<file path="config.mk">
export PLATFORM = sky130hd
export DESIGN_NAME = preproc_conditional_tracker_top
export DESIGN_NICKNAME = d
export VERILOG_FILES = /design/src/design/pct_pkg.sv /design/src/design/pct_ram.sv /design/src/design/preproc_conditional_tracker_top.sv
export SDC_FILE = /design/constraint.sdc
export NUM_CORES = 1
export LEC_CHECK = 0
export BUFFER_PORTS_ARGS = -buffer_cell sky130_fd_sc_hd__buf_2
export CORE_MARGIN = 4
export CORE_UTILIZATION = 57
export CTS_CLUSTER_SIZE = 8
export DETAILED_ROUTE_END_ITERATION = 8
export GPL_TIMING_DRIVEN = 0
export PLACE_DENSITY = 0.83
export SLEW_MARGIN = 20
export SYNTH_ARGS = -nofsm -noshare
export SYNTH_HDL_FRONTEND = slang
export SYNTH_HIERARCHICAL = 1
export SYNTH_SLANG_ARGS = --single-unit
export TNS_END_PERCENT = 20
</file>
<file path="constraint.sdc">
create_clock -name clk_i -period 3.7 [get_ports clk_i]
set_input_delay 0.74 -clock clk_i [delete_from_list [all_inputs] [get_ports clk_i]]
set_output_delay 0.74 -clock clk_i [all_outputs]
set_load 0.01 [all_outputs]
</file>
<file path="src/design/pct_pkg.sv">
// Shared types and constants for the preprocessor conditional tracker.
package pct_pkg;

  localparam int unsigned MAX_NEST_DEF    = 32;
  localparam int unsigned MAX_INCLUDE_DEF = 16;

  localparam int unsigned MODE_W  = 3;
  localparam int unsigned ERR_W   = 4;
  localparam int unsigned DEPTH_W = 5;
  localparam int unsigned MARK_W  = 2;

  typedef enum logic [MODE_W-1:0] {
    MODE_IF      = 3'd0,
    MODE_ELIF    = 3'd1,
    MODE_ELSE    = 3'd2,
    MODE_ENDIF   = 3'd3,
    MODE_OTHER   = 3'd4,
    MODE_INC_ENT = 3'd5,
    MODE_EOS     = 3'd6
  } mode_e;

  typedef enum logic [ERR_W-1:0] {
    ERR_NONE            = 4'd0,
    ERR_ELIF_NO_IF      = 4'd1,
    ERR_ELIF_AFTER_ELSE = 4'd2,
    ERR_ELSE_NO_IF      = 4'd3,
    ERR_ELSE_AFTER_ELSE = 4'd4,
    ERR_ENDIF_NO_IF     = 4'd5,
    ERR_TOO_DEEP        = 4'd6,
    ERR_UNTERM_INC      = 4'd7,
    ERR_UNTERM_END      = 4'd8,
    ERR_UNKNOWN_DIR     = 4'd9,
    ERR_INC_TOO_DEEP    = 4'd10
  } err_e;

  typedef enum logic [MARK_W-1:0] {
    MARK_NONE  = 2'd0,
    MARK_TAKEN = 2'd1,
    MARK_ELSE  = 2'd2
  } mark_e;

  typedef struct packed {
    logic [MODE_W-1:0] mode;
    logic              cond_true;
    logic              extra_tokens;
    logic              unknown_directive;
  } in_t;

  typedef struct packed {
    logic               suppressed;
    logic [ERR_W-1:0]   error_code;
    logic               syntax_error;
    logic [DEPTH_W-1:0] depth;
  } out_t;

endpackage

</file>
<file path="src/design/pct_ram.sv">
// Single-port-write, single-read synchronous RAM with same-address forwarding.
module pct_ram #(
  parameter int unsigned DEPTH = 32,
  parameter int unsigned WIDTH = 2,
  parameter int unsigned AW    = 5
) (
  input  logic             clk_i,
  input  logic             rst_ni,
  input  logic             we_i,
  input  logic [AW-1:0]    waddr_i,
  input  logic [WIDTH-1:0] wdata_i,
  input  logic [AW-1:0]    raddr_i,
  output logic [WIDTH-1:0] rdata_o
);

  logic [WIDTH-1:0] mem [DEPTH];
  logic [WIDTH-1:0] rd_q;
  logic [WIDTH-1:0] byp_data_q;
  logic             byp_q;
  logic             byp_d;

  // read-first array: a write to the address being read is forwarded
  assign byp_d = we_i && (waddr_i == raddr_i);

  always_ff @(posedge clk_i) begin
    if (we_i) begin
      mem[waddr_i] <= wdata_i;
    end
    rd_q       <= mem[raddr_i];
    byp_data_q <= wdata_i;
  end

  always_ff @(posedge clk_i or negedge rst_ni) begin
    if (!rst_ni) begin
      byp_q <= 1'b0;
    end else begin
      byp_q <= byp_d;
    end
  end

  assign rdata_o = byp_q ? byp_data_q : rd_q;

endmodule

</file>
<file path="src/design/preproc_conditional_tracker_top.sv">
// Top level of the preprocessor conditional tracker: control, state and output register.
//
// Usage
//   Input channel: one classified source line per transaction (in_data_i, in_valid_i,
//   in_stall_o). Output channel: one result per input transaction (out_data_o,
//   out_valid_o, out_stall_i). Results leave in input order.
//   Latency: the result is registered at the accepting edge and is offered on
//   out_valid_o in the next cycle.
//   Throughput: one line per cycle while in_stall_o is low. Per-level marks and
//   include entry depths live in two synchronous RAMs; each is read ahead at the
//   address the next line will need (the next nesting depth, the next top of include
//   stack), so the registered read is hidden. A write to the entry being read ahead is
//   forwarded inside the RAM.
//   Stall: the output register parts the channels; a new line is taken whenever
//   the output register is empty or is being drained. in_stall_o is raised only
//   while a result is held and out_stall_i is high.
//   Reset: depth, skip level and include count clear to zero; the output register
//   empties. RAM contents are undefined until written and need no clearing pass,
//   as only written entries are ever read.
module preproc_conditional_tracker_top #(
  parameter int unsigned MAX_NEST    = pct_pkg::MAX_NEST_DEF,
  parameter int unsigned MAX_INCLUDE = pct_pkg::MAX_INCLUDE_DEF
) (
  input  logic          clk_i,
  input  logic          rst_ni,
  input  logic          in_valid_i,
  output logic          in_stall_o,
  input  pct_pkg::in_t  in_data_i,
  output logic          out_valid_o,
  input  logic          out_stall_i,
  output pct_pkg::out_t out_data_o
);

  localparam int unsigned NW  = $clog2(MAX_NEST);
  localparam int unsigned CW  = $clog2(MAX_INCLUDE + 1);
  localparam int unsigned IAW = (MAX_INCLUDE > 1) ? $clog2(MAX_INCLUDE) : 1;

  // architectural state
  logic [NW-1:0] nest_q, nest_d;
  logic [NW-1:0] skip_q, skip_d;
  logic [CW-1:0] cnt_q,  cnt_d;

  // output register
  logic          out_valid_q;
  pct_pkg::out_t out_q;
  pct_pkg::out_t res;

  logic accept;

  // RAM ports
  logic                     mark_we;
  logic [NW-1:0]            mark_waddr;
  logic [pct_pkg::MARK_W-1:0] mark_wdata;
  logic [pct_pkg::MARK_W-1:0] mark_rd;
  logic                     inc_we;
  logic [IAW-1:0]           inc_raddr;
  logic [CW-1:0]            cnt_dm1;
  logic [NW-1:0]            inc_rd;

  // step helpers
  logic [NW-1:0]            base;
  logic                     src_zero;
  logic                     push_ok;
  logic [NW-1:0]            nest_inc;
  logic [NW-1:0]            nest_dec;
  logic                     active;
  pct_pkg::err_e            err;
  logic                     syn;
  logic [31:0]              depth_wide;

  assign accept     = in_valid_i && !in_stall_o;
  assign in_stall_o = out_valid_q && out_stall_i;

  assign base     = (cnt_q == '0) ? '0 : inc_rd;
  assign src_zero = (nest_q <= base);
  assign push_ok  = (({1'b0, nest_q} + (NW+1)'(1)) < (NW+1)'(MAX_NEST));
  assign nest_inc = nest_q + NW'(1);
  assign nest_dec = (nest_q != '0) ? (nest_q - NW'(1)) : nest_q;

  // one classified line per cycle while the input is not stalled
  always_comb begin
    nest_d     = nest_q;
    skip_d     = skip_q;
    cnt_d      = cnt_q;
    err        = pct_pkg::ERR_NONE;
    syn        = 1'b0;
    active     = 1'b1;
    mark_we    = 1'b0;
    mark_waddr = nest_q;
    mark_wdata = pct_pkg::MARK_NONE;
    inc_we     = 1'b0;

    if (accept) begin
      // skipped region: only nesting is followed, except elif/else at skip level and EOS
      if ((skip_q != '0) && (in_data_i.mode <= pct_pkg::MODE_INC_ENT)) begin
        active = 1'b0;
        case (in_data_i.mode)
          pct_pkg::MODE_IF: begin
            if (push_ok) nest_d = nest_inc;
            else         err    = pct_pkg::ERR_TOO_DEEP;
          end
          pct_pkg::MODE_ENDIF: begin
            nest_d = nest_dec;
            if (nest_dec < skip_q) skip_d = '0;
          end
          pct_pkg::MODE_ELIF, pct_pkg::MODE_ELSE: begin
            if (nest_q <= skip_q) active = 1'b1;
          end
          default: begin
          end
        endcase
      end

      if (active) begin
        case (in_data_i.mode)
          pct_pkg::MODE_IF: begin
            if (!push_ok) begin
              err = pct_pkg::ERR_TOO_DEEP;
            end else begin
              nest_d     = nest_inc;
              mark_we    = 1'b1;
              mark_waddr = nest_inc;
              mark_wdata = in_data_i.cond_true ? pct_pkg::MARK_TAKEN : pct_pkg::MARK_NONE;
              if (!in_data_i.cond_true) skip_d = nest_inc;
            end
          end
          pct_pkg::MODE_ELIF: begin
            if (src_zero) begin
              err = pct_pkg::ERR_ELIF_NO_IF;
            end else begin
              if (mark_rd == pct_pkg::MARK_ELSE) err = pct_pkg::ERR_ELIF_AFTER_ELSE;
              if (!in_data_i.cond_true) begin
                skip_d = nest_q;
              end else if (mark_rd != pct_pkg::MARK_NONE) begin
                skip_d = nest_q;
              end else begin
                skip_d     = '0;
                mark_we    = 1'b1;
                mark_wdata = pct_pkg::MARK_TAKEN;
              end
            end
          end
          pct_pkg::MODE_ELSE: begin
            if (src_zero) begin
              err = pct_pkg::ERR_ELSE_NO_IF;
            end else begin
              if (mark_rd == pct_pkg::MARK_ELSE) err = pct_pkg::ERR_ELSE_AFTER_ELSE;
              syn        = in_data_i.extra_tokens;
              skip_d     = (mark_rd != pct_pkg::MARK_NONE) ? nest_q : '0;
              mark_we    = 1'b1;
              mark_wdata = pct_pkg::MARK_ELSE;
            end
          end
          pct_pkg::MODE_ENDIF: begin
            if (src_zero) begin
              err = pct_pkg::ERR_ENDIF_NO_IF;
            end else begin
              nest_d = nest_dec;
              syn    = in_data_i.extra_tokens;
            end
          end
          pct_pkg::MODE_INC_ENT: begin
            if (cnt_q >= CW'(MAX_INCLUDE)) begin
              err = pct_pkg::ERR_INC_TOO_DEEP;
            end else begin
              inc_we = 1'b1;
              cnt_d  = cnt_q + CW'(1);
            end
          end
          pct_pkg::MODE_EOS: begin
            if (cnt_q != '0) begin
              if (nest_q != base) err    = pct_pkg::ERR_UNTERM_INC;
              if (nest_q > base)  nest_d = base;
              if (skip_q > base)  skip_d = '0;
              cnt_d = cnt_q - CW'(1);
            end else if (nest_q != '0) begin
              err = pct_pkg::ERR_UNTERM_END;
            end
          end
          pct_pkg::MODE_OTHER: begin
            if (in_data_i.unknown_directive) err = pct_pkg::ERR_UNKNOWN_DIR;
          end
          default: begin
          end
        endcase
      end
    end
  end

  assign depth_wide = 32'(nest_d);

  always_comb begin
    res.suppressed   = (skip_d != '0);
    res.error_code   = err;
    res.syntax_error = syn;
    res.depth        = depth_wide[pct_pkg::DEPTH_W-1:0];
  end

  // read-ahead addresses follow the next state
  assign cnt_dm1   = cnt_d - CW'(1);
  assign inc_raddr = IAW'(cnt_dm1);

  pct_ram #(
    .DEPTH (MAX_NEST),
    .WIDTH (pct_pkg::MARK_W),
    .AW    (NW)
  ) u_mark_ram (
    .clk_i   (clk_i),
    .rst_ni  (rst_ni),
    .we_i    (mark_we),
    .waddr_i (mark_waddr),
    .wdata_i (mark_wdata),
    .raddr_i (nest_d),
    .rdata_o (mark_rd)
  );

  pct_ram #(
    .DEPTH (MAX_INCLUDE),
    .WIDTH (NW),
    .AW    (IAW)
  ) u_inc_ram (
    .clk_i   (clk_i),
    .rst_ni  (rst_ni),
    .we_i    (inc_we),
    .waddr_i (IAW'(cnt_q)),
    .wdata_i (nest_q),
    .raddr_i (inc_raddr),
    .rdata_o (inc_rd)
  );

  always_ff @(posedge clk_i or negedge rst_ni) begin
    if (!rst_ni) begin
      nest_q      <= '0;
      skip_q      <= '0;
      cnt_q       <= '0;
      out_valid_q <= 1'b0;
    end else begin
      nest_q <= nest_d;
      skip_q <= skip_d;
      cnt_q  <= cnt_d;
      if (accept) begin
        out_valid_q <= 1'b1;
      end else if (!out_stall_i) begin
        out_valid_q <= 1'b0;
      end
    end
  end

  always_ff @(posedge clk_i) begin
    if (accept) begin
      out_q <= res;
    end
  end

  assign out_valid_o = out_valid_q;
  assign out_data_o  = out_q;

  // skipping never starts above the current depth
  assert property (@(posedge clk_i) disable iff (!rst_ni)
    (skip_q != '0) |-> (skip_q <= nest_q))
    else $error("skip level above nesting depth");

  assert property (@(posedge clk_i) disable iff (!rst_ni)
    (({1'b0, nest_q}) < (NW+1)'(MAX_NEST)) && (cnt_q <= CW'(MAX_INCLUDE)))
    else $error("nesting or include stack out of bounds");

  // an accepted transaction is always offered on the next cycle
  assert property (@(posedge clk_i) disable iff (!rst_ni)
    accept |=> out_valid_o)
    else $error("accepted transaction lost");

  // state moves only on an accepted transaction
  assert property (@(posedge clk_i) disable iff (!rst_ni)
    !accept |=> ($stable(nest_q) && $stable(skip_q) && $stable(cnt_q)))
    else $error("state changed without a transaction");

endmodule
</file>
==> metrics.md <==
| Metric | Value |
|---|---|
| Worst reg2reg setup slack | `-0.09 ns` |
| Sequential fraction of the synthesis area | `about three fifths` |
| Initial core utilization | `~58%` |
| Worst skew pair latency | `approximately 0.43 ns` |
| Pin count of the biggest net entering global routing | `24` |
| Status | `finished, violations left` |
| Die Wd | `between 100 and 150 um` |
| GRT Resource Usage Total | `roughly 26%` |
| Post-Synthesis Cell Area | `about 0.0092 mm2` |
| Clock power share | `between 20% and 30%` |
| Vias in the first global route | `~6,600` |
| Sequential power share | `a little under a third` |
| Switching Fraction | `between 30% and 40%` |
| Die H | `~130 um` |
| FF-to-FF Start | `cnt_q[1]` |
| Psw | `between 3000 and 4000 uW` |
| Final ANT Viol Nets | `0` |
| Ratio of cells with drive above 1 in the final layout | `around 32%` |
| Layout area overhead | `23.3%` |
| Vias per cell | `roughly 6.6` |
| P_int | `roughly 5300 uW` |
| Gp weighted congestion | `0.968` |
| Inserted Diodes | `0` |
| Post-route cell area | `about 0.011 mm2` |
| Tcrit/Tclk final | `102%` |
| Reg clk slew, reported paths | `approximately 0.080 ns` |
| Critical path destination | `u_mark_ram/rd_q[0]` |
| H-tree depth | `4` |
| Fillers | `just under 1,000` |
| EDFF count, synth | `around 160` |
| Gr ovfl total | `0` |
| Critical R2R Capture | `u_mark_ram/rd_q[0]` |
| Synth area leader | `edfxtp_1` |
| NumNets Final | `about 870` |
| Failing checks | `setup timing` |
| Register-to-Register Path Depth | `21` |
| Worst Setup End Kind | `flip-flop` |
| Worst-margin pin slew | `~0.82 ns` |
| LEAKAGE | `between 0.004 and 0.005 uW` |
| Initial antenna violation count | `0` |
| Final Critical Period | `3.79 ns` |
| CTS tree | `yes` |
| Final setup violation count | `2` |
| Startpoint Class | `flip-flop` |
| Routed wire length | `24,500 um` |
| Port Buf Inserts | `18` |
| Yosys warning count | `6` |
| Commonest non-fill, non-tap cell in the layout | `edfxtp_1` |
| Achievable frequency | `around 260 MHz` |
| Placed Area | `approximately 0.0096 mm2` |
| RSZ-0062 raised after global routing | `yes` |
| Power Total | `around 8400 uW` |
| First-pass GRT wire length | `about 36,000 um` |
| Die area | `between 0.015 and 0.02 mm2` |
| CTS Sinks | `187` |
| Mapped Cells | `between 700 and 800` |
| Routed vias | `around 7,000` |
| Clk buf depth | `2` |
| 1st-iter DRT viols | `840` |
| Post-Layout Cell Count | `1,063` |
| Most used DFF post-synth | `edfxtp_1` |
| CTS root buf | `clkbuf_16` |
| Drt pass-1 iters | `6` |
| Synthesized area per cell | `roughly 12 um2` |
| Crit-path max FO | `8` |
| Yosys cell types | `67` |
| PnR worst setup slack | `-0.0877 ns` |
| FP Rows | `46` |
| Logic pwr share | `46.7%` |
| Critical Path AT | `about 4.1 ns` |
| Ys async rst share | `between 9 and 10%` |
| Hold Path Class | `in -> async` |
| Rel. slew slack | `between 40% and 50%` |
| Yosys reg bits | `around 190` |
| Dpl hpwl | `approximately 15,000 um` |
| Peak supply drop | `0.000469 V` |
| Fin. Hold Viols | `0` |
| Ranking of synthesized cells by area | `edfxtp_1, dfrtp_1, mux4_2, mux2i_1, ha_1` |
| WP data required | `approximately 4 ns` |
| Worst Setup SP | `cnt_q[1]` |
| CP Class | `reg -> reg` |
| Mapped Nets | `769` |
| Fin Hold WS | `between 0.2 and 0.3 ns` |
| Post-Route Setup TNS | `-0.161 ns` |
| DRC errors left | `0` |
| WL/cell | `roughly 23 um` |
| Final Slew Violations | `0` |
| Clock Skew | `around 0.014 ns` |
| Pwr Density | `around 740 mW/mm2` |
| Yosys top cell area share | `about half` |
| Hold buffer count at CTS | `0` |
| Core area | `roughly 0.016 mm2` |
| Max-Cap Viols | `0` |
| Clock buffer count from CTS | `17` |
| I/O pins | `23` |
| Most frequent cells in the layout | `edfxtp_1, buf_4, nor2_1, nand2_1, mux2i_1` |
| Placed insts | `between 900 and 1,000` |
-- state kept, by name, summed over array words and instances, names as in the netlist --
| register | cells |
|---|---|
| out_data_o | 11 |
| out_valid_o | 1 |
| cnt_q | 5 |
| u_mark_ram/mem | 64 |
| u_inc_ram/byp_q | 1 |
| u_mark_ram/rd_q | 2 |
| u_mark_ram/byp_q | 1 |
| u_inc_ram/rd_q | 5 |
| u_inc_ram/mem | 80 |
| skip_q | 5 |
| u_inc_ram/byp_data_q | 5 |
| u_mark_ram/byp_data_q | 2 |
| nest_q | 5 |
-- worst min path at each step --
stage	end	slack, ns
after detailed placement	out_valid_o	0.54
after floorplan	cnt_q[0]	0.44
after global placement	out_valid_o	0.50
after global routing	cnt_q[1]	0.29
final	skip_q[3]	0.28
after CTS	cnt_q[1]	0.28
-- final cells by class --
cell class                      instances  area [um2]  area share [%]
Timing Repair Buffer                   85         637            5.63
Inverter                               19        78.8           0.697
Sequential cell                       187        5410            47.9
Clock buffer                           17         425            3.76
Buffer                                 37         283            2.50
Multi-Input combinational cell        487        4030            35.7
Tap cell                              216         270            2.39
Clock inverter                         15         169            1.49
-- per-layer routing --
layer	global-route usage [%]	vias to the layer above	wire, um
met5	0	-	0
met2	41.3	489	11900
li1	-	2996	-
met3	4.51	114	1970
met1	34.2	3386	9520
met4	12.1	0	1180
-- stage by stage --
| step | util [%] | setup slack, ns |
|---|---|---|
| after floorplan | - | -0.174 |
| after global placement | 60.2 | -1.51 |
| after detailed placement | 60.4 | -1.41 |
| after CTS | 67.1 | -0.134 |
| after global routing | 71.4 | -0.271 |
| final | 71.4 | -0.0877 |
-- power groups by stage --
stage / clock (uW) / combinational [uW] / sequential, uW
detailed placement: 0 / 2560 / 2770
CTS: 1840 / 3010 / 2700
global placement: 0 / 2460 / 2740
global route: 1950 / 4160 / 2660
finish: 1830 / 3930 / 2650
floorplan: 0 / 1950 / 2670
-- worst max-delay path, cell delays in order (launching register included) --
cell and delay [ns]:
dfrtp_2 0.38, inv_2 0.05, ha_4 0.15, nand3b_1 0.14
buf_8 0.19, nand2_8 0.08, ha_4 0.27, o21a_1 0.17
o31ai_4 0.11, a21oi_4 0.22, buf_8 0.15, a21oi_1 0.04
nor2_1 0.17, a21oi_2 0.06, o31ai_4 0.28, buf_6 0.17
buf_12 0.14, mux2i_1 0.22, a22oi_2 0.09, and4b_1 0.22
a31oi_1 0.18, o311ai_2 0.14
-- cell families (layout without fill, tap and decap cells) --
logic type	count (synthesis)	count (layout)	synth area share, %
compound gates	141	141	10.1
xor+xnor	17	17	1.62
mux	63	63	9.72
buf+inv	60	173	3.26
simple gates	241	241	13.2
flops	187	187	58.7
fa+ha+maj	25	25	3.41
-- synth_stat cells (all sizes together) (3+ instances only) --
cell      n
a21o      4
a21oi    32
a22o      3
a22oi    20
a31oi     6
a32oi     3
and2      6
and3      6
buf      15
clkbuf   26
dfrtp    18
dfxtp    14
edfxtp  155
ha       25
inv      18
mux2      8
mux2i    35
mux4     20
nand2    51
nand2b    8
nand3    22
nand3b    9
nand4b    3
nor2     77
nor2b    13
nor3     19
nor3b     4
o21a      6
o21ai    34
o221ai    3
o22ai     6
o311ai    3
o31ai     7
or3b      4
or4       5
xnor2     8
xor2      9
-- what timing repair did --
action                     CTS  global route
gates cloned                 1             0
buffers inserted            28            36
gates resized for setup     66            98
hold endpoints to repair     0             0
pin swaps                   12            45
setup endpoints to repair  203           108
(Power assumes the default switching activity.)
